File: src/sv/bcc_pkg.sv
// shared constants and types of the box collision contact block
package bcc_pkg;

    localparam int FRAC_BITS = 16;
    localparam int NORM_W    = 18;
    localparam int SQ_STEPS  = 31;
    localparam int DIV_STEPS = FRAC_BITS + 1;
    localparam int QW        = FRAC_BITS + 1;
    localparam int Q_DEPTH   = 4;
    localparam int Q_AW      = $clog2(Q_DEPTH);

    localparam logic [NORM_W-1:0] NORM_ONE     = NORM_W'(64'd1 << FRAC_BITS);
    localparam logic [NORM_W-1:0] NORM_ONE_NEG = NORM_W'(64'd0 - (64'd1 << FRAC_BITS));

    // one queued word between classification and the distance pipeline
    typedef struct packed {
        logic              live;    // circle pair still needs distance work
        logic              hit;
        logic [NORM_W-1:0] nx;
        logic [NORM_W-1:0] ny;
        logic [30:0]       depth;
        logic [31:0]       px;
        logic [31:0]       py;
        logic              sx;
        logic              sy;
        logic [30:0]       mx;
        logic [30:0]       my;
        logic [30:0]       rad;
    } t_job;

endpackage

File: src/sv/bcc_queue.sv
// short word queue between the front end and the distance pipeline
module bcc_queue (
    input  logic          i_clk,
    input  logic          i_rst_n,
    input  logic          i_push,
    input  bcc_pkg::t_job i_job,
    output logic          o_full,
    output logic          o_empty,
    input  logic          i_pop,
    output bcc_pkg::t_job o_job
);
    import bcc_pkg::*;

    t_job            r_mem [Q_DEPTH];
    logic [Q_AW-1:0] r_wr;
    logic [Q_AW-1:0] r_rd;
    logic [Q_AW:0]   r_cnt;

    assign o_full  = r_cnt == (Q_AW+1)'(Q_DEPTH);
    assign o_empty = r_cnt == '0;
    assign o_job   = r_mem[r_rd];

    always_ff @(posedge i_clk) begin
        if (!i_rst_n) begin
            r_wr  <= '0;
            r_rd  <= '0;
            r_cnt <= '0;
        end else begin
            if (i_push) begin
                r_wr <= r_wr + 1'b1;
            end
            if (i_pop) begin
                r_rd <= r_rd + 1'b1;
            end
            if (i_push && !i_pop) begin
                r_cnt <= r_cnt + 1'b1;
            end else if (i_pop && !i_push) begin
                r_cnt <= r_cnt - 1'b1;
            end
        end
        if (i_push) begin
            r_mem[r_wr] <= i_job;
        end
    end

endmodule

File: config.mk
export PLATFORM = sky130hd
export DESIGN_NAME = bcc_queue
export DESIGN_NICKNAME = d
export VERILOG_FILES = /design/src/sv/bcc_pkg.sv /design/src/sv/bcc_queue.sv
export SDC_FILE = /design/constraint.sdc
export NUM_CORES = 1
export LEC_CHECK = 0
export ABC_AREA = 1
export BUFFER_PORTS_ARGS = -buffer_cell sky130_fd_sc_hd__clkbuf_2
export CAP_MARGIN = 20
export CELL_PAD_IN_SITES_DETAIL_PLACEMENT = 1
export CELL_PAD_IN_SITES_GLOBAL_PLACEMENT = 2
export CORE_UTILIZATION = 37
export CTS_BUF_LIST = sky130_fd_sc_hd__clkbuf_4
export CTS_CLUSTER_DIAMETER = 150
export DETAILED_ROUTE_END_ITERATION = 12
export PLACE_DENSITY = 0.74
export SLEW_MARGIN = 20
export SYNTH_ARGS = -nofsm -noshare
export SYNTH_HDL_FRONTEND = slang
export SYNTH_SLANG_ARGS = --single-unit
File: constraint.sdc
create_clock -name i_clk -period 6.81 [get_ports i_clk]
set_input_delay 0.3405 -clock i_clk [delete_from_list [all_inputs] [get_ports i_clk]]
set_output_delay 0.3405 -clock i_clk [all_outputs]
set_load 0.05 [all_outputs]
==> results.md <==
* Final min period at 5.075 ns
* Slew Viols, Final at 0
* Die Height at 305.5 um
* Die footprint at 0.09333 mm^2
* Max-Cap Viols at 0
* Setup TNS at 0 ns
* First-pass GRT wire length at 145.6 mm
* Warnings from Yosys at 0
* Sequential cell area fraction in the yosys report at 0.8089
* Critical Path Source Type: register
* Num CTS Buffers at 234
* Worst slew pin tran at 1.359 ns
* Cell area after synthesis at 0.03408 mm^2
* Commonest non-fill, non-tap cells in the layout: edfxtp_1, dlygate4sd3_1, nor2_1, clkbuf_2, o21ai_0
* Worst slack at placement at 2.978 ns
* Post-DP HPWL at around 49 mm
* Remaining global-route overflow at 0
* Rel. slew slack at 0.09422
* Root buffer selected by CTS: clkbuf_4
* HP Class: primary input to register
* Final WS setup at 1.735 ns
* Avg WL per Cell at 20.72 um
* Max stage delay cell, worst path: dfxtp_4
* Clock Tree Buf Depth at 3
* Mapped Avg Cell Area at ~15 um^2
* Fin nets at between 3000 and 4000
* All-Layer GR Usage at 0.2037
* Core Region at 0.09056 mm^2
* Max FO, Critical Path at 197
* Final Cycle Share at 0.7453
* Detailed-route DRC error count at 0
* R2R setup slack at 4.12 ns
* Pin count of the biggest net entering global routing at 261
* Gate count of the mapped netlist at 2263
* I/O pins at 462
* Vias in the first global route at around 26000
* Kind of cell adding the most delay to the critical path: buffers and inverters
* CP cell instances: clkinv_8 -> buf_12 -> buf_16 -> o21ai_0 -> o22ai_1 -> clkbuf_2
* Initial antenna violation count at 15
* Outcome: finished clean
* Commonest non-fill, non-tap cell in the layout: edfxtp_1
* Top-area cell type share of the netlist area at 0.8036
* Layout area overhead at 31.97%
* Fin util at 0.4966
* Port Buf Inserts at 461
* Antenna-violating nets left at 0
* Hold path startpoint: i_job[182]
* Clock transition at path regs at about 0.060 ns
* Final Instance Area at 0.04498 mm^2
* Fmax achieved at 0.1970 GHz
* CP Buf/Inv Count at 4
* Mapped Nets at 2501
* Layout cells sized above 1 at 0.2431
* Vias at 23540
* Starting density of the core at 0.3763
* Worst EP required at ~6.5 ns
* Setup Skew at 0.04975 ns
* PD cells at 292.6 mW/mm^2
* Flops & latches, synth at 921
* Initial DRC Count at 1197
* Top post-synthesis cells by area: edfxtp_1, o21ai_0, nor2_1
* VDD IR-drop max at between 0.2 and 0.25 mV
* CP Capture Type: output pin
* Critical Path AT at 4.73 ns
* Placer Congestion at 0.7273
* Final Hold Viols at 0
* Fillers at 9293
* Final setup viols at 0
* Row count at 110
* Die width at approximately 310 um
* Synth area leader: edfxtp_1
* Count of cell types in the netlist at 21
* Unrepaired setup endpoints after global routing: false
* TritonCTS clock tree: yes
* Crit path kind: register to output pin
* Clk sinks at 921
* H-tree lvl count at 4
* Crit-path max cell delay at 0.97 ns
* Cts repair resizes at 0
* Clk_lat worst skew at 1.10 ns
* Vias/cell at about 5.1
* 1st-pass router iterations at 7
* Area post-placement at 0.03727 mm^2
* Routed WL at about 97 mm
* Worst flop-to-flop path startpoint: r_wr[0]
* Leakage power at 16.14 nW
## power by group
| group | internal, mW | switching (mW) |
|---|---|---|
| Clock | 2.42 | 2.23 |
| Sequential | 6.49 | 0.0742 |
| Combinational | 0.513 | 1.43 |
## stage by stage
| step | total power, mW | hold slack, ns | instances |
|---|---|---|---|
| after floorplan | 7.883 | 0.4115 | 2263 |
| after global placement | 8.354 | 0.4105 | 3761 |
| after detailed placement | 8.407 | 0.4220 | 3761 |
| after CTS | 13.32 | 0.01220 | 4642 |
| after global routing | 13.69 | 0.06733 | 4658 |
| final | 13.16 | 0.1787 | 4660 |
## per-layer routing
layer | global-route usage | vias to the layer above | wire, um
met2 | 0.3597 | 662 | 49270
met1 | 0.2282 | 11850 | 38510
li1 | - | 10810 | -
met3 | 0.05713 | 203 | 5793
met4 | 0.09069 | 6 | 2944
met5 | 0 | - | 37
## state kept, by name, indices dropped and copies added (netlist names), named ones only
| signal | cells |
|---|---|
| r_mem | 912 |
| r_wr | 2 |
| r_rd | 2 |
| r_cnt | 3 |
## cells by family after synthesis
family	after synthesis	share of synthesized area
adder cells (fa/ha/maj)	6	0.002423
flip-flops	921	0.8089
buffers and inverters	168	0.02603
AO/OA/AOI/OAI	694	0.1103
AND/OR/NAND/NOR	474	0.05239
## layout make-up
| cell class | instances | area (um^2) | share of cell area |
|---|---|---|---|
| Sequential cell | 921 | 27570 | 0.6131 |
| Timing Repair Buffer | 940 | 7177 | 0.1596 |
| Tap cell | 1176 | 1471 | 0.03271 |
| Clock buffer | 337 | 2530 | 0.05625 |
| Inverter | 17 | 111.4 | 0.002476 |
| Antenna cell | 17 | 42.54 | 0.0009458 |
| Clock inverter | 78 | 444.2 | 0.009876 |
| Multi-Input combinational cell | 1174 | 5627 | 0.1251 |
## Yosys cell counts
cell type  instances
a21oi_1            4
buf_2             47
buf_4             13
buf_6             17
buf_8              1
clkbuf_1          69
clkbuf_2           4
dfxtp_1            9
edfxtp_1         912
fa_1               1
ha_1               5
inv_1             16
inv_6              1
nand2_1            9
nand3_1            1
nand4_1            1
nor2_1           461
nor3_1             2
o21ai_0          392
o21ai_1           70
o22ai_1          228
## final timing paths
kind                        end  cells after the start
setup / recovery     o_job[143]                      6
hold / removal    r_mem[0][182]                      2
setup reg to reg  r_mem[3][127]                      4
hold reg to reg        register                      1
## repair_timing
action                                 in CTS  in global routing
endpoints found under the hold margin     921                  0
buffers inserted                            0                  0
hold buffers                              466                  0
Power figures use the tool's default switching activity.
