<file path="config.mk">
export PLATFORM = sky130hd
export DESIGN_NAME = bcc_front_flat
export DESIGN_NICKNAME = d
export VERILOG_FILES = /design/src/sv/bcc_pkg.sv /design/src/sv/bcc_if.sv /design/src/sv/bcc_front.sv /design/src/flat_wrapper.sv
export SDC_FILE = /design/constraint.sdc
export NUM_CORES = 2
export LEC_CHECK = 0
export BUFFER_PORTS_ARGS = -buffer_cell sky130_fd_sc_hd__buf_2
export CAP_MARGIN = 20
export CORE_ASPECT_RATIO = 1.2
export CORE_MARGIN = 8
export CORE_UTILIZATION = 30
export DETAILED_ROUTE_END_ITERATION = 7
export HOLD_SLACK_MARGIN = 0.15
export PLACE_DENSITY = 0.42
export RECOVER_POWER = 100
export REMOVE_ABC_BUFFERS = 1
export SLEW_MARGIN = 5
export SYNTH_ARGS = -nofsm -noshare
export SYNTH_HDL_FRONTEND = slang
export SYNTH_SLANG_ARGS = --single-unit
export TNS_END_PERCENT = 100
</file>
<file path="constraint.sdc">
create_clock -name i_clk -period 12 [get_ports i_clk]
set_input_delay 0.6 -clock i_clk [delete_from_list [all_inputs] [get_ports i_clk]]
set_output_delay 0.6 -clock i_clk [all_outputs]
set_load 0.1 [all_outputs]
</file>
<file path="src/sv/bcc_pkg.sv">
// shared constants and types of the box collision contact block
package bcc_pkg;

    localparam int FRAC_BITS = 16;
    localparam int NORM_W    = 18;
    localparam int SQ_STEPS  = 31;
    localparam int DIV_STEPS = FRAC_BITS + 1;
    localparam int QW        = FRAC_BITS + 1;
    localparam int Q_DEPTH   = 4;
    localparam int Q_AW      = $clog2(Q_DEPTH);

    localparam logic [NORM_W-1:0] NORM_ONE     = NORM_W'(64'd1 << FRAC_BITS);
    localparam logic [NORM_W-1:0] NORM_ONE_NEG = NORM_W'(64'd0 - (64'd1 << FRAC_BITS));

    // one queued word between classification and the distance pipeline
    typedef struct packed {
        logic              live;    // circle pair still needs distance work
        logic              hit;
        logic [NORM_W-1:0] nx;
        logic [NORM_W-1:0] ny;
        logic [30:0]       depth;
        logic [31:0]       px;
        logic [31:0]       py;
        logic              sx;
        logic              sy;
        logic [30:0]       mx;
        logic [30:0]       my;
        logic [30:0]       rad;
    } t_job;

endpackage

</file>
<file path="src/sv/bcc_if.sv">
// valid/ready channels of the box collision contact block
interface bcc_in_if;
    logic               valid;
    logic               ready;
    logic               action;
    logic signed [31:0] box_center_x;
    logic signed [31:0] box_center_y;
    logic [30:0]        box_half_x;
    logic [30:0]        box_half_y;
    logic signed [31:0] other_center_x;
    logic signed [31:0] other_center_y;
    logic [30:0]        other_half_x;
    logic [30:0]        other_half_y;
    logic [30:0]        other_radius;

    modport source (
        output valid, action, box_center_x, box_center_y, box_half_x, box_half_y,
               other_center_x, other_center_y, other_half_x, other_half_y, other_radius,
        input  ready
    );
    modport sink (
        input  valid, action, box_center_x, box_center_y, box_half_x, box_half_y,
               other_center_x, other_center_y, other_half_x, other_half_y, other_radius,
        output ready
    );
endinterface


</file>
<file path="src/sv/bcc_front.sv">
// front end: input register, bounds, box test and circle clamp
module bcc_front (
    input  logic          i_clk,
    input  logic          i_rst_n,
    bcc_in_if.sink        i_in,
    input  logic          i_full,
    output logic          o_push,
    output bcc_pkg::t_job o_job
);
    import bcc_pkg::*;

    typedef struct packed {
        logic               circ;
        logic signed [31:0] bcx;
        logic signed [31:0] bcy;
        logic signed [31:0] ocx;
        logic signed [31:0] ocy;
        logic signed [33:0] bminx;
        logic signed [33:0] bmaxx;
        logic signed [33:0] bminy;
        logic signed [33:0] bmaxy;
        logic signed [33:0] ominx;
        logic signed [33:0] omaxx;
        logic signed [33:0] ominy;
        logic signed [33:0] omaxy;
        logic [30:0]        rad;
    } t_s1;

    logic r_s1_valid;
    t_s1  r_s1;
    t_s1  n_s1;

    logic               hit_b, xsel;
    logic signed [33:0] lox, hix, loy, hiy;
    logic signed [34:0] ovx, ovy, dep;
    logic [30:0]        dsat;
    logic signed [32:0] sumx, sumy;
    logic signed [33:0] ocx34, ocy34, clx, cly;
    logic signed [34:0] dx, dy;
    logic               far;
    logic [34:0]        adx, ady;

    assign i_in.ready = !r_s1_valid || !i_full;
    assign o_push     = r_s1_valid && !i_full;

    // bounds at full width so they never wrap
    always_comb begin
        n_s1.circ  = i_in.action;
        n_s1.bcx   = i_in.box_center_x;
        n_s1.bcy   = i_in.box_center_y;
        n_s1.ocx   = i_in.other_center_x;
        n_s1.ocy   = i_in.other_center_y;
        n_s1.bminx = 34'(i_in.box_center_x) - $signed({3'b0, i_in.box_half_x});
        n_s1.bmaxx = 34'(i_in.box_center_x) + $signed({3'b0, i_in.box_half_x});
        n_s1.bminy = 34'(i_in.box_center_y) - $signed({3'b0, i_in.box_half_y});
        n_s1.bmaxy = 34'(i_in.box_center_y) + $signed({3'b0, i_in.box_half_y});
        n_s1.ominx = 34'(i_in.other_center_x) - $signed({3'b0, i_in.other_half_x});
        n_s1.omaxx = 34'(i_in.other_center_x) + $signed({3'b0, i_in.other_half_x});
        n_s1.ominy = 34'(i_in.other_center_y) - $signed({3'b0, i_in.other_half_y});
        n_s1.omaxy = 34'(i_in.other_center_y) + $signed({3'b0, i_in.other_half_y});
        n_s1.rad   = i_in.other_radius;
    end

    always_ff @(posedge i_clk) begin
        if (!i_rst_n) begin
            r_s1_valid <= 1'b0;
        end else if (i_in.ready) begin
            r_s1_valid <= i_in.valid;
        end
        if (i_in.ready && i_in.valid) begin
            r_s1 <= n_s1;
        end
    end

    always_comb begin
        hit_b = !(r_s1.bmaxx < r_s1.ominx || r_s1.bminx > r_s1.omaxx ||
                  r_s1.bmaxy < r_s1.ominy || r_s1.bminy > r_s1.omaxy);
        lox   = (r_s1.bmaxx < r_s1.omaxx) ? r_s1.bmaxx : r_s1.omaxx;
        hix   = (r_s1.bminx > r_s1.ominx) ? r_s1.bminx : r_s1.ominx;
        loy   = (r_s1.bmaxy < r_s1.omaxy) ? r_s1.bmaxy : r_s1.omaxy;
        hiy   = (r_s1.bminy > r_s1.ominy) ? r_s1.bminy : r_s1.ominy;
        ovx   = 35'(lox) - 35'(hix);
        ovy   = 35'(loy) - 35'(hiy);
        xsel  = ovx < ovy;
        dep   = xsel ? ovx : ovy;
        dsat  = (dep > 35'sh7FFFFFFF) ? 31'h7FFFFFFF : dep[30:0];
        sumx  = 33'(r_s1.bcx) + 33'(r_s1.ocx);
        sumy  = 33'(r_s1.bcy) + 33'(r_s1.ocy);

        // clamp the circle center into the box
        ocx34 = 34'(r_s1.ocx);
        ocy34 = 34'(r_s1.ocy);
        clx   = (ocx34 < r_s1.bminx) ? r_s1.bminx :
                ((ocx34 > r_s1.bmaxx) ? r_s1.bmaxx : ocx34);
        cly   = (ocy34 < r_s1.bminy) ? r_s1.bminy :
                ((ocy34 > r_s1.bmaxy) ? r_s1.bmaxy : ocy34);
        dx    = 35'(r_s1.ocx) - 35'(clx);
        dy    = 35'(r_s1.ocy) - 35'(cly);
        adx   = dx[34] ? 35'(-dx) : 35'(dx);
        ady   = dy[34] ? 35'(-dy) : 35'(dy);
        far   = (adx >= 35'h80000000) || (ady >= 35'h80000000);

        o_job = '0;
        if (!r_s1.circ) begin
            o_job.hit = hit_b;
            if (hit_b) begin
                o_job.depth = dsat;
                o_job.px    = sumx[32:1];
                o_job.py    = sumy[32:1];
                if (xsel) begin
                    o_job.nx = (r_s1.bcx < r_s1.ocx) ? NORM_ONE_NEG : NORM_ONE;
                end else begin
                    o_job.ny = (r_s1.bcy > r_s1.ocy) ? NORM_ONE : NORM_ONE_NEG;
                end
            end
        end else begin
            o_job.live = !far;
            o_job.px   = clx[31:0];
            o_job.py   = cly[31:0];
            o_job.sx   = dx[34];
            o_job.sy   = dy[34];
            o_job.mx   = adx[30:0];
            o_job.my   = ady[30:0];
            o_job.rad  = r_s1.rad;
        end
    end

endmodule

</file>
<file path="src/flat_wrapper.sv">
// flat-port wrapper written by rule: the top's interface ports become plain ports
module bcc_front_flat import bcc_pkg::*;
  (i_clk, i_rst_n, i_full, o_push, o_job, i_in_valid, i_in_action, i_in_box_center_x, i_in_box_center_y, i_in_box_half_x, i_in_box_half_y, i_in_other_center_x, i_in_other_center_y, i_in_other_half_x, i_in_other_half_y, i_in_other_radius, i_in_ready);
  bcc_in_if i_in_i ();
  input  logic i_clk;
  input  logic i_rst_n;
  input  logic i_full;
  output logic o_push;
  output bcc_pkg::t_job o_job;
  input wire logic [$bits(i_in_i.valid)-1:0] i_in_valid;
  input wire logic [$bits(i_in_i.action)-1:0] i_in_action;
  input wire logic [$bits(i_in_i.box_center_x)-1:0] i_in_box_center_x;
  input wire logic [$bits(i_in_i.box_center_y)-1:0] i_in_box_center_y;
  input wire logic [$bits(i_in_i.box_half_x)-1:0] i_in_box_half_x;
  input wire logic [$bits(i_in_i.box_half_y)-1:0] i_in_box_half_y;
  input wire logic [$bits(i_in_i.other_center_x)-1:0] i_in_other_center_x;
  input wire logic [$bits(i_in_i.other_center_y)-1:0] i_in_other_center_y;
  input wire logic [$bits(i_in_i.other_half_x)-1:0] i_in_other_half_x;
  input wire logic [$bits(i_in_i.other_half_y)-1:0] i_in_other_half_y;
  input wire logic [$bits(i_in_i.other_radius)-1:0] i_in_other_radius;
  output wire logic [$bits(i_in_i.ready)-1:0] i_in_ready;
  assign i_in_i.valid = i_in_valid;
  assign i_in_i.action = i_in_action;
  assign i_in_i.box_center_x = i_in_box_center_x;
  assign i_in_i.box_center_y = i_in_box_center_y;
  assign i_in_i.box_half_x = i_in_box_half_x;
  assign i_in_i.box_half_y = i_in_box_half_y;
  assign i_in_i.other_center_x = i_in_other_center_x;
  assign i_in_i.other_center_y = i_in_other_center_y;
  assign i_in_i.other_half_x = i_in_other_half_x;
  assign i_in_i.other_half_y = i_in_other_half_y;
  assign i_in_i.other_radius = i_in_other_radius;
  assign i_in_ready = i_in_i.ready;
  bcc_front u_core (.i_clk(i_clk), .i_rst_n(i_rst_n), .i_in(i_in_i), .i_full(i_full), .o_push(o_push), .o_job(o_job));
endmodule
</file>
==> summary.md <==
| Metric | Value |
|---|---|
| Leak | 27.0 nW |
| Max_cap viols | 9 |
| Antenna violations before repair | 9 |
| Main flop type after synthesis | edfxtp_1 |
| Via count | 44472 |
| Vias per inst | 5.10 |
| Compound-gate portion of the synthesized area | 0.200 |
| DRC viols | 0 |
| Gr ovfl total | 0 |
| Iter 0 DRT Violations | roughly 2100 |
| Final max-slew violation count | about 480 |
| Run status | finished, violations left |
| Synth top area cells | edfxtp_1, ha_1, xnor2_1 |
| Critical path class | register to primary output |
| Most frequent cells in the layout | ha_1, inv_1, a21oi_1, nor2_1, edfxtp_1 |
| Fin. Hold Viols | 0 |
| Slowest-stage cell, CP | clkbuf_1 |
| Post-synth ARST share | 0 |
| Failing checks | capacitance limit, slew limit |
| Seq/Total Area, Yosys | 0.249 |
| Setup slack at placement | just under 0.9 ns |
| Worst EP arrival | 10.88 ns |
| Placed cell areas | 56100 sq um |
| Synth cell types | 84 |
| Vias in the first global route | 45886 |
| Power density cells | 190 nW/um^2 |
| Fin crit share | 0.957 |
| Port Buf Inserts | a little under 500 |
| CTS max path bufs | 3 |
| Die W | ~400 microns |
| Fraction of the mapped netlist area in simple logic gates | 0.135 |
| DR pass1 iterations | 5 |
| Global-route wire length before repair | 284000 microns |
| Placement row count | 165 |
| Hold Crit Class | input port to register |
| Top cell type's share of synthesized area | 0.248 |
| Number of synthesized flops with an enable pin | 420 |
| Boundary Pins | 518 |
| Final wirelength | around 200000 microns |
| Post-layout min period | around 11 ns |
| Top cell by count, worst path | a21o_1 |
| CP endpoint kind | primary output |
| # fillers | 17719 |
| WL per Instance | 22.6 microns |
| Total Routing Usage GR | 0.205 |
| Syn Area/Cell | 8.74 sq um |
| # setup viols final | 0 |
| Sink Count | 421 |
| Clock transition at path regs | around 0.060 ns |
| Post-Syn Area | 50800 sq um |
| Setup crit start | u_core.ocy34[3]$_DFFE_PP_ |
| Post-DP HPWL | between 150000 and 200000 microns |
| CTS tree | done |
| Adder-Cell Fraction of Synth Area | 0.234 |
| Max Clock Skew | 0.0230 ns |
| Reg-to-Reg Start | u_core.r_s1_valid$_SDFFE_PN0N_ |
| CP peak stage delay | approximately 1.1 ns |
| Post-synthesis mux area share | 0.0395 |
| GP Congestion | 0.902 |
| Final WS setup | 0.517 ns |
| Share of cells above drive strength 1 | 0.0677 |
| Startpoint Class | register |
| P&R area growth vs syn | 16.3% |
| Yosys warns | 0 |
| Design Area, Final | 59000 sq um |
| Worst-path fanout max | 32 |
| Max Used Layer | met5 |
| Required @ worst endpoint | 11.40 ns |
| ANT nets after route | 0 |
| Setup Total Neg Slack | 0 ns |
| Most common cell after layout, fill and taps aside | ha_1 |
| CORE AREA | 168000 sq um |
| Nets | 7647 |
| Post-Syn Instances | 5807 |
| Post-layout util | 0.351 |
| FMAX | 87.1 MHz |
| Slew margin rel. | -3.36 |
| CTS root buf | clkbuf_16 |
| Worst-Skew Late Latency | approximately 0.66 ns |
| Largest net degree at the start of global routing | 126 |
| Worst Hold Launch | i_in_box_center_y[30] |
| RSZ-0062 raised after global routing | no |
| Initial Util | 0.302 |
| Final hold slack | 0.286 ns |
| Largest family of logic cells by synthesized area | adder cells |
| M1 WL | 89100 microns |
| Num CTS Buffers | 55 |
| Die Y | 467 microns |
| Largest area contributor in the netlist | edfxtp_1 |
| Metal3 WL | 7730 microns |
| Xor-xnor portion of the synthesized cell area | 0.0768 |
| Yosys reg bits | 421 |
| Setup Buffers After CTS | 0 |
| Met2 Wirelength | 92500 microns |
| H-Tree Depth | 2 |
| Worst slew pin tran | 6.54 ns |
| Die area | 183000 sq um |
| Maximum VDD drop | between 0.00015 and 0.0002 V |
## power by group
part	internal, mW	switching [mW]
clock network	0.964	0.719
logic	2.29	5.21
registers	1.85	0.162
total	5.10	6.09
## per-layer routing
metal / vias to the layer above / track usage
met4: 4 / 0.0693
met1: 21276 / 0.266
met5: - / 0
met2: 919 / 0.356
met3: 202 / 0.0215
li1: 22071 / -
## final timing paths
check	to	slack, ns	cells after the start
worst max-delay path	o_job[43]	0.52	29
worst max register to register	u_core.r_s1[8]$_DFFE_PP_	1.23	5
worst min-delay path	u_core.r_s1[397]$_DFFE_PP_	0.29	1
worst min register to register	u_core.r_s1_valid$_SDFFE_PN0N_	1.07	3
## cells in the mapped netlist (all sizes together) (9+ instances only)
library cell  instances
nand3                77
buf                  45
o211ai               61
o21ai               261
nand4                89
nand2b               93
or3                  48
nor4                 19
ha                  929
nor2b               114
mux2i               196
or2                  22
a211oi               62
a311oi               12
o22ai                65
fa                   14
a31oi                54
clkbuf              139
nor2                425
a21o                222
or4                   9
a31o                 14
edfxtp              420
o311ai               10
xnor2               297
xor2                148
o31ai                51
o21bai               75
a21boi               10
nor3b                10
o31a                 10
o41ai                 9
nand2               202
nand3b               12
a21oi               456
a221oi               12
o21a                 89
a41oi                12
and2                 60
inv                 666
a2111oi              18
and3                 33
nor3                140
## per-stage QoR
stage               power [mW]  instances
floorplan                 7.37       5654
global placement          9.56       8461
detailed placement        9.56       8461
CTS                       11.4       8709
global route              12.0       8711
finish                    11.2       8714
## critical path: cells and delay by family (launching register included)
family | cells | cell delay [ns]
AO/OA/AOI/OAI | 15 | 3.58
XOR/XNOR | 1 | 0.96
AND/OR/NAND/NOR | 8 | 2.40
flip-flops | 1 | 0.54
buffers and inverters | 3 | 1.85
adder cells (fa/ha/maj) | 2 | 0.82
## final cells by class
type / count / area (sq um) / area share
multi-input combinational: 4566 / 35000 / 0.594
timing repair buffer: 705 / 4270 / 0.0724
clock buffer: 66 / 1460 / 0.0247
sequential: 421 / 12600 / 0.214
clock inverter: 30 / 275 / 0.00466
tap: 2254 / 2820 / 0.0478
antenna: 5 / 12.5 / 0.000212
inverter: 667 / 2510 / 0.0425
## state kept, by name, indices dropped and copies added, names as in the netlist
signal and cells:
u_core.r_s1 356, u_core.r_s1_valid 1, u_core.ocy34 32, u_core.ocx34 32
## cell families after synthesis
family          after synthesis
buf+inv                     851
other cells                   1
xor+xnor                    445
flops                       421
mux                         200
fa+ha+maj                   943
simple gates               1372
compound gates             1574
## timing repair
item | in CTS | in global routing
endpoints found under the hold margin | 151 | 0
resized for setup | 0 | 12
hold buffers | 152 | 0
setup endpoints to repair | 0 | 32
Note: power is estimated with default switching activity, not from simulation.
